==> config.mk <==
export PLATFORM = sky130hd
export DESIGN_NAME = ethernet_word_fifo_controller_core
export DESIGN_NICKNAME = d
export VERILOG_FILES = /design/src/efc_pkg.sv /design/src/efc_ram.sv /design/src/ethernet_word_fifo_controller_core.sv
export SDC_FILE = /design/constraint.sdc
export NUM_CORES = 1
export LEC_CHECK = 0
export BUFFER_PORTS_ARGS = -buffer_cell sky130_fd_sc_hd__buf_4
export CAP_MARGIN = 20
export CORE_MARGIN = 2
export CORE_UTILIZATION = 60
export CTS_CLUSTER_SIZE = 14
export DETAILED_ROUTE_END_ITERATION = 10
export PLACE_DENSITY = 0.8
export SYNTH_ARGS = -nofsm -noshare
export SYNTH_HDL_FRONTEND = slang
export SYNTH_SLANG_ARGS = --single-unit
==> constraint.sdc <==
create_clock -name clk_i -period 6.2 [get_ports clk_i]
set_input_delay 0.31 -clock clk_i [delete_from_list [all_inputs] [get_ports clk_i]]
set_output_delay 0.31 -clock clk_i [all_outputs]
set_load 0.02 [all_outputs]
==> src/efc_pkg.sv <==
// Shared types, constants and pointer helpers for the word FIFO Ethernet controller.
// No dependencies; imported by the core module and the testbench.
`timescale 1ns / 1ps
package efc_pkg;

  localparam int FIFO_DEPTH = 16;
  localparam int TX_DELAY   = 512;
  localparam int RX_DELAY   = 31;

  localparam int PTR_W = $clog2(FIFO_DEPTH);
  localparam int CNT_W = $clog2(FIFO_DEPTH + 1);
  localparam int TXT_W = $clog2(TX_DELAY + 1);
  localparam int RXT_W = $clog2(RX_DELAY + 1);

  localparam logic [CNT_W-1:0] DEPTH_C      = CNT_W'(FIFO_DEPTH);
  localparam logic [TXT_W-1:0] TX_DELAY_C   = TXT_W'(TX_DELAY);
  localparam logic [RXT_W-1:0] RX_DELAY_C   = RXT_W'(RX_DELAY);
  localparam logic [15:0]      STATUS_WORD  = 16'hFFFF;
  localparam logic [15:0]      BRANCH_BIT   = 16'h0004;
  localparam logic [7:0]       SERIAL_HIGH  = 8'hFF;
  localparam logic [7:0]       STATION_RST  = 8'd100;

  typedef enum logic [3:0] {
    K_TICK        = 4'd0,
    K_START       = 4'd1,
    K_PEEK        = 4'd2,
    K_POP         = 4'd3,
    K_STATUS      = 4'd4,
    K_WRITE       = 4'd5,
    K_OUTSTART    = 4'd6,
    K_END         = 4'd7,
    K_INSTART     = 4'd8,
    K_WAIT        = 4'd9,
    K_BRANCH      = 4'd10,
    K_COUNTBRANCH = 4'd11,
    K_CMDREAD     = 4'd12,
    K_SERIAL      = 4'd13,
    K_STEPBEGIN   = 4'd14,
    K_BLOCK       = 4'd15
  } kind_e;

  typedef enum logic [1:0] {
    RS_OFF       = 2'd0,
    RS_WAITING   = 2'd1,
    RS_RECEIVING = 2'd2,
    RS_DONE      = 2'd3
  } rstate_e;

  // Flags that every result beat of one step carries.
  typedef struct packed {
    logic wake;
    logic rxon;
    logic clr;
    logic err;
    logic send;
  } res_flags_t;

  function automatic logic [PTR_W-1:0] ptr_inc(input logic [PTR_W-1:0] p);
    if ({1'b0, p} == (PTR_W+1)'(FIFO_DEPTH - 1)) return '0;
    return p + PTR_W'(1);
  endfunction

  function automatic logic [PTR_W-1:0] ptr_add(input logic [PTR_W-1:0] p,
                                               input logic [CNT_W-1:0] n);
    logic [PTR_W:0] s;
    s = {1'b0, p} + (PTR_W+1)'(n);
    if (s >= (PTR_W+1)'(FIFO_DEPTH)) s = s - (PTR_W+1)'(FIFO_DEPTH);
    return s[PTR_W-1:0];
  endfunction

endpackage

==> src/efc_ram.sv <==
// Generic single-clock RAM with one write port and one registered read port.
// No dependencies.
`timescale 1ns / 1ps
module efc_ram #(
  parameter int WIDTH = 16,
  parameter int DEPTH = 16
) (
  input  logic                     clk_i,
  input  logic                     we_i,
  input  logic [$clog2(DEPTH)-1:0] waddr_i,
  input  logic [WIDTH-1:0]         wdata_i,
  input  logic                     re_i,
  input  logic [$clog2(DEPTH)-1:0] raddr_i,
  output logic [WIDTH-1:0]         rdata_o
);
  logic [WIDTH-1:0] mem_q [DEPTH];
  logic [WIDTH-1:0] rdata_q;

  always_ff @(posedge clk_i) begin
    if (we_i) begin
      mem_q[waddr_i] <= wdata_i;
    end
    if (re_i) begin
      rdata_q <= mem_q[raddr_i];
    end
  end

  assign rdata_o = rdata_q;
endmodule

==> src/ethernet_word_fifo_controller_core.sv <==
// Top level of the word FIFO Ethernet controller: control state, step sequencer,
// output register and APB register. Depends on efc_pkg and efc_ram.
`timescale 1ns / 1ps
// Each microcode function is accepted only in the idle state; peek and pop of a nonempty
// FIFO add a FIFO memory read (ST_RDWAIT) before the result beat. A timer tick that drains
// the transmit FIFO produces one beat per stored word, up to 16 for a full FIFO; for each
// word the sequencer issues the read (ST_DR_ADDR), then moves the data to the output
// register (ST_DR_DATA), waiting there while the output side is stalled. A new item is
// taken while the last result beat waits in the output register, provided the output
// side is not stalled at that edge.
module ethernet_word_fifo_controller_core
  import efc_pkg::*;
(
  input  logic        clk_i,
  input  logic        rst_ni,
  input  logic        in_valid_i,
  output logic        in_stall_o,
  input  logic [3:0]  kind_i,
  input  logic [15:0] bus_word_i,
  input  logic        rx_frame_present_i,
  input  logic        rx_word_valid_i,
  input  logic [15:0] rx_word_i,
  input  logic        rx_more_i,
  output logic        out_valid_o,
  input  logic        out_stall_i,
  output logic [15:0] read_data_o,
  output logic        wakeup_o,
  output logic        tx_valid_o,
  output logic [15:0] tx_word_o,
  output logic        tx_send_o,
  output logic        rx_enable_o,
  output logic        rx_clear_o,
  output logic        error_o,
  output logic        last_o,
  input  logic        psel,
  input  logic        penable,
  input  logic        pwrite,
  input  logic [2:0]  paddr,
  input  logic [31:0] pwdata,
  output logic [31:0] prdata,
  output logic        pready
);

  typedef enum logic [1:0] {
    ST_IDLE,
    ST_RDWAIT,
    ST_DR_ADDR,
    ST_DR_DATA
  } seq_e;

  seq_e state_q, state_d;

  logic [PTR_W-1:0] rp_q, rp_d;
  logic [CNT_W-1:0] wc_q, wc_d;
  logic [1:0]       cmd_q, cmd_d;
  logic             obusy_q, obusy_d, ibusy_q, ibusy_d, igone_q, igone_d;
  rstate_e          rs_q, rs_d;
  logic             wake_q, wake_d, cwait_q, cwait_d, eot_q, eot_d, rxon_q, rxon_d;
  logic [TXT_W-1:0] txt_q, txt_d;
  logic             txa_q, txa_d;
  logic [RXT_W-1:0] rxt_q, rxt_d;
  logic             rxa_q, rxa_d;
  logic [7:0]       station_q;

  // Step decode results.
  logic             clr, err, send, drain, push, mem_rd;
  logic [PTR_W-1:0] push_addr;
  logic [15:0]      push_data, rd;
  logic             fire_tx, fire_rx, rx_active, none_left;
  logic [TXT_W-1:0] txt_dec;
  logic [RXT_W-1:0] rxt_dec;
  res_flags_t       flags;

  // Per-step sequencer registers.
  res_flags_t       flags_q;
  logic [PTR_W-1:0] dptr_q;
  logic [CNT_W-1:0] dleft_q;
  logic             pend_we_q;
  logic [PTR_W-1:0] pend_addr_q;
  logic [15:0]      pend_data_q;

  // Output register.
  logic        out_vld_q;
  logic [15:0] o_rd_q, o_txw_q;
  logic        o_txv_q, o_last_q;
  res_flags_t  o_flags_q;

  logic        out_free, accept;
  logic        ram_we, ram_re;
  logic [PTR_W-1:0] ram_waddr, ram_raddr;
  logic [15:0] ram_wdata, ram_rdata;
  logic        cfg_we;
  kind_e       kind;

  assign kind     = kind_e'(kind_i);
  assign out_free = !out_vld_q || !out_stall_i;
  assign accept   = in_valid_i && state_q == ST_IDLE && out_free;
  assign in_stall_o = !(state_q == ST_IDLE && out_free);

  // Next control state for one accepted item.
  always_comb begin
    rp_d = rp_q; wc_d = wc_q; cmd_d = cmd_q; obusy_d = obusy_q; ibusy_d = ibusy_q;
    igone_d = igone_q; rs_d = rs_q; wake_d = wake_q; cwait_d = cwait_q; eot_d = eot_q;
    rxon_d = rxon_q; txt_d = txt_q; txa_d = txa_q; rxt_d = rxt_q; rxa_d = rxa_q;
    clr = 1'b0; err = 1'b0; send = 1'b0; drain = 1'b0; push = 1'b0; mem_rd = 1'b0;
    push_addr = '0; push_data = bus_word_i; rd = '0;
    fire_tx = 1'b0; fire_rx = 1'b0; rx_active = 1'b0; none_left = 1'b0;
    txt_dec = (txt_q != '0) ? txt_q - TXT_W'(1) : txt_q;
    rxt_dec = (rxt_q != '0) ? rxt_q - RXT_W'(1) : rxt_q;
    case (kind)
      K_TICK: begin
        if (txa_q) begin
          txt_d   = txt_dec;
          fire_tx = (txt_dec == '0);
        end
        if (rxa_q) begin
          rxt_d   = rxt_dec;
          fire_rx = (rxt_dec == '0);
        end
        if (fire_tx) begin
          txa_d = 1'b0;
          if (obusy_q) begin
            drain  = (wc_q != '0);
            rp_d   = '0;
            wc_d   = '0;
            wake_d = 1'b1;
            if (eot_q) begin
              obusy_d = 1'b0;
              send    = 1'b1;
            end
          end
        end
        if (fire_rx) begin
          case (rs_q)
            RS_WAITING: begin
              if (rx_frame_present_i) rs_d = RS_RECEIVING;
              rx_active = 1'b1;
            end
            RS_RECEIVING: begin
              rx_active = 1'b1;
              if (wc_d < DEPTH_C) begin
                if (rx_word_valid_i) begin
                  push      = 1'b1;
                  push_addr = ptr_add(rp_d, wc_d);
                  push_data = rx_word_i;
                  wc_d      = wc_d + CNT_W'(1);
                end
                none_left = rx_word_valid_i ? !rx_more_i : 1'b1;
                if (none_left) begin
                  igone_d   = 1'b1;
                  clr       = 1'b1;
                  rs_d      = RS_DONE;
                  wake_d    = 1'b1;
                  rx_active = 1'b0;
                end
                if (wc_d >= CNT_W'(2)) wake_d = 1'b1;
              end
            end
            RS_OFF: clr = 1'b1;
            default: ;
          endcase
          rxt_d = rx_active ? RX_DELAY_C : '0;
          rxa_d = rx_active;
        end
      end
      K_START: begin
        cmd_d  = bus_word_i[1:0];
        wake_d = 1'b1;
      end
      K_PEEK: mem_rd = (wc_q != '0);
      K_POP: begin
        if (wc_q != '0) begin
          mem_rd = 1'b1;
          rp_d   = ptr_inc(rp_q);
          wc_d   = wc_q - CNT_W'(1);
          if (wc_d < CNT_W'(2)) begin
            if (igone_q) begin
              ibusy_d = 1'b0;
              wake_d  = 1'b1;
            end else begin
              wake_d = 1'b0;
            end
          end
        end
      end
      K_STATUS: begin
        rd = STATUS_WORD;
        cmd_d = '0; obusy_d = 1'b0; ibusy_d = 1'b0; igone_d = 1'b0; rs_d = RS_OFF;
        rxon_d = 1'b0; clr = 1'b1; rp_d = '0; wc_d = '0; wake_d = 1'b0;
      end
      K_WRITE: begin
        if (wc_q >= DEPTH_C) begin
          err = 1'b1;
        end else begin
          push      = 1'b1;
          push_addr = ptr_add(rp_q, wc_q);
          wc_d      = wc_q + CNT_W'(1);
          if (wc_d >= DEPTH_C - CNT_W'(1)) begin
            if (obusy_q) begin
              txt_d = TX_DELAY_C;
              txa_d = 1'b1;
              eot_d = 1'b0;
            end
            wake_d = 1'b0;
          end
        end
      end
      K_OUTSTART: begin
        obusy_d = 1'b1;
        wake_d  = 1'b1;
      end
      K_END: begin
        txt_d  = TX_DELAY_C;
        txa_d  = 1'b1;
        eot_d  = 1'b1;
        wake_d = 1'b0;
      end
      K_INSTART: begin
        if (ibusy_q) clr = 1'b1;
        rxon_d  = 1'b1;
        rs_d    = RS_WAITING;
        ibusy_d = 1'b1;
        wake_d  = 1'b0;
        if (!rxa_q) begin
          rxt_d = RX_DELAY_C;
          rxa_d = 1'b1;
        end
      end
      K_WAIT: cwait_d = 1'b1;
      K_BRANCH: begin
        if (cmd_q != '0 || (!ibusy_q && !obusy_q)) rd = BRANCH_BIT;
      end
      K_COUNTBRANCH: begin
        if (wc_q != '0) rd = BRANCH_BIT;
      end
      K_CMDREAD: rd = {12'd0, cmd_q, 2'b00};
      K_SERIAL: rd = {SERIAL_HIGH, station_q};
      K_STEPBEGIN: begin
        if (cwait_q) begin
          cwait_d = 1'b0;
          wake_d  = 1'b0;
        end
      end
      default: wake_d = 1'b0;
    endcase
    flags.wake = wake_d;
    flags.rxon = rxon_d;
    flags.clr  = clr;
    flags.err  = err;
    flags.send = send;
  end

  // Memory port selection. A receive push that follows a drain waits until the drain
  // has read every old word, since it lands at the start of the emptied FIFO.
  always_comb begin
    ram_we    = 1'b0;
    ram_waddr = push_addr;
    ram_wdata = push_data;
    ram_re    = 1'b0;
    ram_raddr = rp_q;
    if (accept && push && !drain) begin
      ram_we = 1'b1;
    end
    if (state_q == ST_DR_DATA && out_free && dleft_q == CNT_W'(1) && pend_we_q) begin
      ram_we    = 1'b1;
      ram_waddr = pend_addr_q;
      ram_wdata = pend_data_q;
    end
    if (accept && mem_rd && !drain) begin
      ram_re = 1'b1;
    end
    if (state_q == ST_DR_ADDR) begin
      ram_re    = 1'b1;
      ram_raddr = dptr_q;
    end
  end

  always_comb begin
    state_d = state_q;
    case (state_q)
      ST_IDLE: begin
        if (accept) begin
          if (drain) state_d = ST_DR_ADDR;
          else if (mem_rd) state_d = ST_RDWAIT;
        end
      end
      ST_RDWAIT:  state_d = ST_IDLE;
      ST_DR_ADDR: state_d = ST_DR_DATA;
      ST_DR_DATA: begin
        if (out_free) state_d = (dleft_q == CNT_W'(1)) ? ST_IDLE : ST_DR_ADDR;
      end
      default: state_d = ST_IDLE;
    endcase
  end

  efc_ram #(
    .WIDTH(16),
    .DEPTH(FIFO_DEPTH)
  ) u_fifo_ram (
    .clk_i  (clk_i),
    .we_i   (ram_we),
    .waddr_i(ram_waddr),
    .wdata_i(ram_wdata),
    .re_i   (ram_re),
    .raddr_i(ram_raddr),
    .rdata_o(ram_rdata)
  );

  always_ff @(posedge clk_i or negedge rst_ni) begin
    if (!rst_ni) begin
      state_q <= ST_IDLE;
      rp_q <= '0; wc_q <= '0; cmd_q <= '0; obusy_q <= 1'b0; ibusy_q <= 1'b0;
      igone_q <= 1'b0; rs_q <= RS_OFF; wake_q <= 1'b0; cwait_q <= 1'b0; eot_q <= 1'b0;
      rxon_q <= 1'b0; txt_q <= '0; txa_q <= 1'b0; rxt_q <= '0; rxa_q <= 1'b0;
      station_q <= STATION_RST;
      out_vld_q <= 1'b0;
      pend_we_q <= 1'b0;
      dleft_q <= '0;
      flags_q <= '0; dptr_q <= '0; pend_addr_q <= '0; pend_data_q <= '0;
      o_rd_q <= '0; o_txw_q <= '0; o_txv_q <= 1'b0; o_last_q <= 1'b0; o_flags_q <= '0;
    end else begin
      state_q <= state_d;
      if (cfg_we) station_q <= pwdata[7:0];
      if (accept) begin
        rp_q <= rp_d; wc_q <= wc_d; cmd_q <= cmd_d; obusy_q <= obusy_d;
        ibusy_q <= ibusy_d; igone_q <= igone_d; rs_q <= rs_d; wake_q <= wake_d;
        cwait_q <= cwait_d; eot_q <= eot_d; rxon_q <= rxon_d; txt_q <= txt_d;
        txa_q <= txa_d; rxt_q <= rxt_d; rxa_q <= rxa_d;
        flags_q     <= flags;
        dptr_q      <= rp_q;
        dleft_q     <= wc_q;
        pend_we_q   <= push && drain;
        pend_addr_q <= push_addr;
        pend_data_q <= push_data;
      end
      // Output register: a beat leaves when not stalled, a new one may enter together.
      if (accept && !drain && !mem_rd) begin
        out_vld_q <= 1'b1;
        o_rd_q    <= rd;
        o_txv_q   <= 1'b0;
        o_txw_q   <= '0;
        o_last_q  <= 1'b1;
        o_flags_q <= flags;
      end else if (state_q == ST_RDWAIT) begin
        out_vld_q <= 1'b1;
        o_rd_q    <= ram_rdata;
        o_txv_q   <= 1'b0;
        o_txw_q   <= '0;
        o_last_q  <= 1'b1;
        o_flags_q <= flags_q;
      end else if (state_q == ST_DR_DATA && out_free) begin
        out_vld_q      <= 1'b1;
        o_rd_q         <= '0;
        o_txv_q        <= 1'b1;
        o_txw_q        <= ram_rdata;
        o_last_q       <= (dleft_q == CNT_W'(1));
        o_flags_q      <= {flags_q.wake, flags_q.rxon, flags_q.clr, flags_q.err,
                           flags_q.send && (dleft_q == CNT_W'(1))};
        dptr_q         <= ptr_inc(dptr_q);
        dleft_q        <= dleft_q - CNT_W'(1);
        if (dleft_q == CNT_W'(1)) pend_we_q <= 1'b0;
      end else if (out_vld_q && !out_stall_i) begin
        out_vld_q <= 1'b0;
      end
    end
  end

  assign out_valid_o = out_vld_q;
  assign read_data_o = o_rd_q;
  assign wakeup_o    = o_flags_q.wake;
  assign tx_valid_o  = o_txv_q;
  assign tx_word_o   = o_txw_q;
  assign tx_send_o   = o_flags_q.send;
  assign rx_enable_o = o_flags_q.rxon;
  assign rx_clear_o  = o_flags_q.clr;
  assign error_o     = o_flags_q.err;
  assign last_o      = o_last_q;

  assign cfg_we = psel && penable && pwrite && !paddr[2];
  assign prdata = paddr[2] ? 32'd0 : {24'd0, station_q};
  assign pready = 1'b1;

  // Items are only taken while the sequencer is idle.
  assert property (@(posedge clk_i) disable iff (!rst_ni)
    accept |-> state_q == ST_IDLE)
    else $error("item accepted while a step is in progress");

  // The word count never exceeds the FIFO depth.
  assert property (@(posedge clk_i) disable iff (!rst_ni)
    wc_q <= DEPTH_C)
    else $error("FIFO word count out of range");

  // A drain always has at least one word left to emit.
  assert property (@(posedge clk_i) disable iff (!rst_ni)
    (state_q == ST_DR_ADDR || state_q == ST_DR_DATA) |-> dleft_q != '0)
    else $error("drain running with no words left");

  // A beat that flags a packet send carries the last mark.
  assert property (@(posedge clk_i) disable iff (!rst_ni)
    (out_vld_q && o_flags_q.send) |-> o_last_q)
    else $error("packet send flagged on a non-final beat");

endmodule

==> results of run 1 <==
==> cell families (layout without fill, tap and decap cells) <==
| family | count (synthesis) | in the layout | synth area share |
|---|---|---|---|
| DFF | 392 | 392 | 0.631 |
| and+or+nand+nor | 371 | 371 | 0.0977 |
| AOI/OAI and AO/OA | 301 | 301 | 0.113 |
| buffers and inverters | 123 | 259 | 0.0340 |
| muxes | 103 | 103 | 0.104 |
| adders and majority gates | 22 | 22 | 0.0158 |
| xor gates and xnor gates | 8 | 8 | 0.00396 |
| other | 2 | 25 | 0.000424 |
==> power by group through the flow <==
stage / clock (mW) / combinational (mW) / sequential, mW
after floorplan: 0 / 0.997 / 3.14
after global placement: 0 / 1.27 / 3.19
after detailed placement: 0 / 1.32 / 3.20
after CTS: 2.39 / 1.35 / 3.15
after global routing: 2.49 / 1.48 / 3.18
final: 2.37 / 1.36 / 3.16
==> layer usage <==
| metal | vias up | global-route usage | wire [um] |
|---|---|---|---|
| met1 | 5967 | 0.402 | 17500 |
| met2 | 759 | 0.483 | 21600 |
| li1 | 5269 | - | - |
| met5 | - | 0 | 0 |
| met4 | 0 | 0.0902 | 1240 |
| met3 | 98 | 0.0481 | 4010 |
==> cell usage after synthesis, types with 11 or more instances <==
cell	number	area [um^2]
dfrtp_1	117	2930
o21ai_1	18	90.1
nand3_1	37	185
edfxtp_1	272	8170
a21oi_1	64	320
and3_1	13	81.3
ha_1	20	250
nand2_1	127	477
mux2i_1	25	250
o21ai_0	55	275
buf_4	25	188
clkbuf_1	53	199
a22o_1	20	175
a31oi_1	32	200
nor3_1	19	95.1
and2_1	21	131
mux2_2	14	158
mux4_2	64	1440
nor2b_1	13	81.3
a211oi_1	24	180
nor2_1	100	375
inv_1	25	93.8
o31ai_1	11	82.6
buf_2	15	75.1
==> worst min path at each step <==
stage	startpoint	end	slack [ps]	depth (start not counted)
floorplan	rst_ni	cmd_q[0]$_DFFE_PN0P_	10	0
global placement	flags_q[2]$_DFFE_PN0P_	flags_q[2]$_DFFE_PN0P_	460	2
detailed placement	flags_q[2]$_DFFE_PN0P_	flags_q[2]$_DFFE_PN0P_	460	2
CTS	pwdata[6]	station_q[6]$_DFFE_PN1P_	7	2
global route	pwdata[6]	station_q[6]$_DFFE_PN1P_	20	2
finish	bus_word_i[0]	cmd_q[0]$_DFFE_PN0P_	20	2
==> through the flow <==
step	power (mW)	hold WS [ps]
2_1_floorplan	4.14	14.4
3_3_place_gp	4.47	458
3_5_place_dp	4.52	463
4_1_cts	6.89	6.61
5_1_grt	7.16	16.1
6_report	6.89	21.6
==> sequential cells by signal, indices dropped and copies added, names as in the netlist, 4 cells and up <==
| signal | cells |
|---|---|
| u_fifo_ram.mem_q | 256 |
| pend_data_q | 16 |
| read_data_o | 16 |
| tx_word_o | 16 |
| u_fifo_ram.rdata_o | 16 |
| txt_q | 10 |
| station_q | 8 |
| dleft_q | 5 |
| flags_q | 5 |
| rxt_q | 5 |
| wc_q | 5 |
| dptr_q | 4 |
| pend_addr_q | 4 |
| rp_q | 4 |
==> layout make-up <==
| class | count | share of cell area |
|---|---|---|
| Multi-Input combinational cell | 830 | 0.298 |
| Tap cell | 384 | 0.0236 |
| Inverter | 26 | 0.00479 |
| Sequential cell | 392 | 0.549 |
| Clock inverter | 16 | 0.00744 |
| Clock buffer | 57 | 0.0558 |
| Timing Repair Buffer | 160 | 0.0610 |
==> worst register-to-register path, delay by kind of cell (launching register included) <==
family,cells,cell delay (ps)
simple gates,8,2360
compound gates,4,1340
fa+ha+maj,3,720
flops,1,440
buf+inv,2,430
==> timing repair <==
action                                 4_1_cts  5_1_grt
resized for setup                            0        0
endpoints found under the hold margin       79        0
hold buffers                                 8        0
==> flow_summary.toml, run 1 <==
[sta]
finalCritPeriodShare = 0.898
hold_viol_final = 0
clock_skew_ps = 25.1
setup-violations-final = 0
tns_ps = 0
rsz0062_at_grt = "false"
slew_headroom = 0.249
setup_ws_ps = 633
drv_slew = 0
fmax_mhz = 180
finalCriticalPeriod_ps = 5570
tightest_slew_ps = 1120

[clock_tree]
htreeDepth = 2
cts_tree = "yes"
clk_latency_ps = 550
cts.sinks = 392
clockRootBuffer = "clkbuf_16"
cts.path.max_buffers = 3
path_clk_slew_ps = 70
cts_buffers = 40
post-cts-setup-buffers = 0

[setup_path]
cpMaxStageDelayCell = "nor2_1"
timing.rr.end = "u_fifo_ram.mem_q[14][7]$_DFFE_PP_"
setup.worst_path.end = "u_fifo_ram.mem_q[14][7]$_DFFE_PP_"
crit_type = "reg2reg"
rrSetupSlack_ps = 630
worstPathArrival_ps = 5810
critPathMaxFanout = 11
critical_path_required_ps = 6440
crit_buf_inv = 2
startpoint = "txt_q[0]$_DFFE_PN0P_"
end_kind = "flip-flop"
critPathMaxStageDelay_ps = 470
cp-start-kind = "flip-flop"
path_delay_family = "simple AND/OR/NAND/NOR gates"
cp_cell_sequence = "inv_1, ha_1, nor3b_1, nand3_1, a221oi_1, o21a_1, nand3_1, and2_1, ha_1, maj3_1, nand2_1, nor3_1, a211oi_1, a31oi_1, or2_1, nor2_1, buf_4"
r2r-start = "txt_q[0]$_DFFE_PN0P_"
r2r_cells = 17
cp.depth = 17

[run]
cap_viol_max_count = 0

[routing]
drtAntennaViolNets = 0
drc = 0
vias_per_cell = 6.48
wl_mm = 44.4
drt_iter0_markers = 1497
via_count = 12100
drtPass1Iterations = 5
routedWlPerCell_um = 23.8

[finish]
multi_input_area_um2 = 6070
final_common_cell = "edfxtp_1"
layout_common_cells = "edfxtp_1 (272), buf_4 (150), nand2_1 (127), dfrtp_1 (117), nor2_1 (100)"
area_delta_synth_final_pct = 15.0
drive_above_1_share = 0.205
num_antenna_cells = 0
seqCellArea_um2 = 11200
final_cell_count_no_fill = 1865
fin_nets = 1552
final_area_um2 = 20400
final_core_util = 0.705
fillers = 1878

[pwr]
cellPowerDensity_nw_per_um2 = 339
clkPwrFrac = 0.343
power.switching_mw = 1.96
swShare = 0.285
vdd_ir_drop_max_mv = 0.241
p_int_mw = 4.93
pwr-share-seq = 0.459
leakagePower_nw = 7.66
power_frac_comb = 0.197

[die]
start_util = 0.614
die_y_um = 176
core_um2 = 28900
die-area_um2 = 30900
die_x_um = 176
ios = 155
rows = 62

[global_routing]
antenna_found_initial = 0
grt_use_total = 0.291
grt_max_degree = 74
overflow = 0
first_global_vias = 11800
grt_pass1_wl_mm = 68.6

[synth]
yosysWarnings = 0
synth_edf_count = 272
ys_seq_area_frac = 0.631
ys_async_sr_fraction = 0.306
yosys_most_used_dff = "edfxtp_1"
synthDistinctLibCells = 79
synth_cells = 1322
synth-seq-cells = 392
syn_avg_cell_area_um2 = 13.4
mappedNetlistArea_um2 = 17700

[placement]
dp_cells = 1778
port_buffers = 103
gp_congestion = 0.885
placed_area_um2 = 18900
hpwlAfterDp_mm = 27.4
post-place-ws_ps = 816

[status]
outcome = "finished, final reports clean"

[min_path]
hold_class = "in2reg"
Note: power is estimated with default switching activity, not from simulation.
==> run 2: changes to the inputs <==
- PLACE_DENSITY: 0.8 -> 0.81
==> run 2 against run 1 <==
Sequential share of layout area down 0.23 points. Cell count down 0.11%. Critical path depth unchanged. Fmax up 5.7%. Highest routed layer is now met5. First-iteration DRC count down 6.5%. Cell area up 0.42%. Critical endpoint is now u_fifo_ram.mem_q[11][13]$_DFFE_PP_. Die area unchanged. Register-to-register slack better by 300 ps. Clock-buffer cell count down 2.
==> flow_summary.toml, run 2 (synthesis gave the netlist of run 1 again) <==
[placement]
hpwlAfterDp_mm = 26.5
gp_congestion = 0.924
port_buffers = 103

[die]
rows = 62
core_um2 = 28900
die-area_um2 = 30900
die_x_um = 176
start_util = 0.614
die_y_um = 176
ios = 155

[min_path]
holdCritStartpoint = "pwdata[0]"
hold_class = "in2reg"
whs_endpoint = "station_q[0]$_DFFE_PN0P_"
min_path_cells = 2

[clock_tree]
path_clk_slew_ps = 60
clk_latency_ps = 550
cts.sinks = 392
cts_buffers = 40
cts.path.max_buffers = 3
htreeDepth = 2
cts_tree = "yes"
clockRootBuffer = "clkbuf_16"
cts_resized = 0

[finish]
layout_common_cells = "edfxtp_1 (272), buf_4 (146), nand2_1 (127), dfrtp_1 (117), nor2_1 (100)"
drive_above_1_share = 0.210
fin_nets = 1549
num_antenna_cells = 0
largest_reg_flops = 256
largest-register = "u_fifo_ram.mem_q"
area_delta_synth_final_pct = 15.4
final_common_cell = "edfxtp_1"

[sta]
drv_slew = 0
fmax_mhz = 190
hold_viol_final = 0
finalCritPeriodShare = 0.849
tns_ps = 0
rsz0062_at_grt = "false"
tightest_slew_ps = 1020
slew_headroom = 0.315
setup-violations-final = 0
finalCriticalPeriod_ps = 5270
clock_skew_ps = 19.8

[global_routing]
grt_use_total = 0.289
grt_pass1_wl_mm = 68.4
first_global_vias = 12000
grt_max_degree = 69
antenna_found_initial = 1
overflow = 0

[run]
cap_viol_max_count = 0

[routing]
drtAntennaViolNets = 0
drtPass1Iterations = 5
via_count = 12100
drt_iter0_markers = 1399
routedWlPerCell_um = 23.5
drc = 0
wl_mm = 43.9
vias_per_cell = 6.50

[pwr]
vdd_ir_drop_max_mv = 0.229
leakagePower_nw = 7.70
power.total_mw = 7.00
cellPowerDensity_nw_per_um2 = 343

[setup_path]
end_kind = "flip-flop"
worstPathArrival_ps = 5480
crit_type = "reg2reg"
rrSetupSlack_ps = 930
timing.rr.end = "u_fifo_ram.mem_q[11][13]$_DFFE_PP_"
cp-start-kind = "flip-flop"
critPathMaxFanout = 16
critical_path_required_ps = 6420
r2r-start = "txt_q[0]$_DFFE_PN0P_"
r2r_cells = 17

[status]
outcome = "finished, final reports clean"
==> run 2: layout make-up <==
type | instances | area, um^2
sequential | 392 | 11200
fill | 1850 | 8420
multi-input combinational | 830 | 6070
timing repair buffer | 157 | 1220
clock buffer | 55 | 1220
tap | 384 | 480
clock inverter | 19 | 175
inverter | 26 | 97.6
==> run 2: layer usage <==
metal	up-vias	part of all wire	global-route usage
met3	87	0.092	0.0506
met1	6039	0.39	0.399
li1	5268	-	-
met5	-	0.00021	0
met4	2	0.021	0.0792
met2	721	0.49	0.480
==> run 2: how the worst max path moves through the flow <==
stage,from,to,slack [ps],depth (start not counted)
after floorplan,txt_q[0]$_DFFE_PN0P_,u_fifo_ram.mem_q[12][0]$_DFFE_PP_,1460,17
after global placement,txt_q[0]$_DFFE_PN0P_,u_fifo_ram.mem_q[13][12]$_DFFE_PP_,1170,17
after detailed placement,txt_q[0]$_DFFE_PN0P_,u_fifo_ram.mem_q[14][10]$_DFFE_PP_,1110,17
after CTS,txt_q[0]$_DFFE_PN0P_,u_fifo_ram.mem_q[11][13]$_DFFE_PP_,1060,17
after global routing,txt_q[0]$_DFFE_PN0P_,u_fifo_ram.mem_q[11][13]$_DFFE_PP_,530,17
final,txt_q[0]$_DFFE_PN0P_,u_fifo_ram.mem_q[11][13]$_DFFE_PP_,930,17
==> run 2: critical path, cell delays in order (launching register included) <==
cell and delay, ps:
dfrtp_1 440, inv_1 110, ha_1 150, nor3b_1 370
nand3_1 360, a221oi_1 450, o21a_1 370, nand3_1 350
and2_1 280, ha_1 230, maj3_1 360, nand2_1 90
nor3_1 40, a211oi_1 330, a31oi_1 230, nand2b_1 280
nor2_1 170, buf_4 320
==> run 2: where the power goes <==
part           switching, mW  internal, mW  leakage, nW  total [mW]
Combinational          0.755         0.591         3.05        1.35
Clock                   1.03          1.47        0.690        2.50
Sequential             0.197          2.96         3.96        3.16
==> run 2: what timing repair did <==
action | 4_1_cts | 5_1_grt
buffers inserted | 0 | 0
hold buffers | 8 | 0
setup endpoints to repair | 0 | 0
hold endpoints to repair | 59 | 0
==> run 2: stage by stage <==
step           hold slack (ps)  instances  utilization  setup slack, ps  area (um^2)
3_3_place_gp               404       1770        0.654             1170        18900
3_5_place_dp               412       1771        0.654             1110        18900
2_1_floorplan             14.4       1345            -             1460        17800
4_1_cts                   4.03       1853        0.705             1060        20300
6_report                  18.6       1863        0.708              934        20400
5_1_grt                   3.69       1863        0.708              529        20400
==> run 3: changes to the inputs <==
- CORE_UTILIZATION: 60 -> 54
- PLACE_DENSITY: 0.81 -> 0.77
- clock period: 6.2 -> 4.2 ns (I/O delays scaled with it)
==> run 3 against run 2 <==
Cell area increased by 4.5%. Largest cell class unchanged. Clock-buffer cell count decreased by 4. Combinational power increased by 67%. Global-route usage decreased by 3.8 points. First-iteration DRC count decreased by 20%. Critical path depth decreased by 1. Clock power increased by 38%. Setup slack got worse by 830 ps. Power increased by 48%.
==> flow_summary.toml, run 3 (synthesis gave the netlist of run 1 again) <==
[run]
cap_viol_max_count = 0

[finish]
final_cell_count_no_fill = 1977
seqCellArea_um2 = 11200
layout_common_cells = "edfxtp_1 (272), buf_4 (174), nand2_1 (125), dfrtp_1 (117), nor2_1 (83)"
fin_nets = 1606
area_delta_synth_final_pct = 20.7
drive_above_1_share = 0.257
largest_reg_flops = 256
multi_input_area_um2 = 6360
fillers = 2268
num_antenna_cells = 0
final_area_um2 = 21400
final_common_cell = "edfxtp_1"
largest-register = "u_fifo_ram.mem_q"
final_core_util = 0.660

[placement]
gp_congestion = 0.901
dp_cells = 1876
port_buffers = 103
placed_area_um2 = 19700
hpwlAfterDp_mm = 27.4

[min_path]
hold_class = "in2reg"
holdCritStartpoint = "bus_word_i[8]"
whs_endpoint = "pend_data_q[8]$_DFFE_PN0P_"
min_path_cells = 3

[die]
die_y_um = 185
start_util = 0.547
core_um2 = 32400
rows = 66
die-area_um2 = 34300
ios = 155
die_x_um = 185

[global_routing]
antenna_found_initial = 0
grt_max_degree = 65
first_global_vias = 11600
overflow = 0
grt_pass1_wl_mm = 65.7
grt_use_total = 0.251

[sta]
setup-violations-final = 0
clock_skew_ps = 10.7
hold_viol_final = 0
slew_headroom = 0.277
drv_slew = 0
fmax_mhz = 244
tightest_slew_ps = 1060
finalCritPeriodShare = 0.975
finalCriticalPeriod_ps = 4090

[routing]
via_count = 12000
vias_per_cell = 6.05
wl_mm = 42.2
drtAntennaViolNets = 0
drt_iter0_markers = 1125
drc = 0
routedWlPerCell_um = 21.4
drtPass1Iterations = 8

[setup_path]
critical_path_required_ps = 4450
worstPathArrival_ps = 4350
r2r-start = "txt_q[2]$_DFFE_PN0P_"
crit_type = "reg2reg"
timing.rr.end = "u_fifo_ram.mem_q[13][13]$_DFFE_PP_"
critPathMaxFanout = 8
rrSetupSlack_ps = 110
end_kind = "flip-flop"
cp-start-kind = "flip-flop"
r2r_cells = 16

[clock_tree]
cts_tree = "yes"
path_clk_slew_ps = 60
cts.sinks = 392
clk_latency_ps = 530
clockRootBuffer = "clkbuf_16"
cts.path.max_buffers = 3
htreeDepth = 2
cts_buffers = 40

[pwr]
vdd_ir_drop_max_mv = 0.320
leakagePower_nw = 8.00
power.total_mw = 10.4
cellPowerDensity_nw_per_um2 = 485

[status]
outcome = "finished, final reports clean"
[run 3: cell count changes in the layout (fill, tap and decap cells not counted), sizes merged]
cell	previous run	this run
clkbuf	56	52
dlygate4sd3	8	21
buf	148	192
clkinv	14	17
[run 3: worst max-delay path by stage]
stage                               startpoint                            endpoint  slack, ps
final                     txt_q[2]$_DFFE_PN0P_  u_fifo_ram.mem_q[13][13]$_DFFE_PP_        110
after global routing      txt_q[2]$_DFFE_PN0P_  u_fifo_ram.mem_q[13][11]$_DFFE_PP_        -50
after CTS                 txt_q[0]$_DFFE_PN0P_   u_fifo_ram.mem_q[13][5]$_DFFE_PP_          4
after detailed placement  txt_q[7]$_DFFE_PN0P_   u_fifo_ram.mem_q[8][10]$_DFFE_PP_        -90
after global placement    txt_q[7]$_DFFE_PN0P_   u_fifo_ram.mem_q[11][9]$_DFFE_PP_         -5
after floorplan           txt_q[6]$_DFFE_PN0P_   u_fifo_ram.mem_q[13][0]$_DFFE_PP_         20
[run 3: timing repair]
action                                 CTS  global route
buffers inserted                         0             5
endpoints found under the hold margin   69             0
pin swaps                                1             8
gates cloned                             0             1
setup endpoints to repair              192           271
resized for setup                        7            23
hold buffers                            21             0
[run 3: per-stage QoR]
step                hold slack (ps)  setup TNS (ps)  setup slack (ps)
CTS                            14.5               0              4.00
global placement                315            -111             -5.46
detailed placement              328           -6560             -89.4
finish                         20.3               0               106
global route                   57.9            -538             -46.0
floorplan                     -85.6               0              22.0
[run 3: cell type report]
class                           count  share of cell area
Clock inverter                     22             0.00767
Inverter                           26             0.00457
Timing Repair Buffer              214              0.0890
Clock buffer                       51              0.0522
Sequential cell                   392               0.523
Multi-Input combinational cell    830               0.298
Tap cell                          442              0.0259
[run 3: worst max-delay path, stage by stage (launching register included)]
cell and delay [ps]:
dfrtp_1 380, or4_4 570, o41ai_4 300, o31a_1 240, and2_4 190, nand3_4 90
and2_4 190, ha_4 160, maj3_2 310, nand2_2 80, nor3_2 40, a211oi_2 270
a31oi_2 140, buf_4 170, or2_4 280, nor2_4 200, clkbuf_16 200
[run 3: power by group]
part	leakage, nW	internal (mW)	switching (mW)
logic	3.40	1.06	1.21
clock network	0.637	2.00	1.45
registers	3.96	4.37	0.270
total	8.00	7.43	2.93
[run 3: layer usage]
layer  GRT usage  vias to the layer above  wire, um
met4      0.0721                        0       987
met3      0.0368                       73      3380
met2       0.399                      595     19900
met1       0.365                     5900     18000
met5           0                        -         0
li1            -                     5384         -
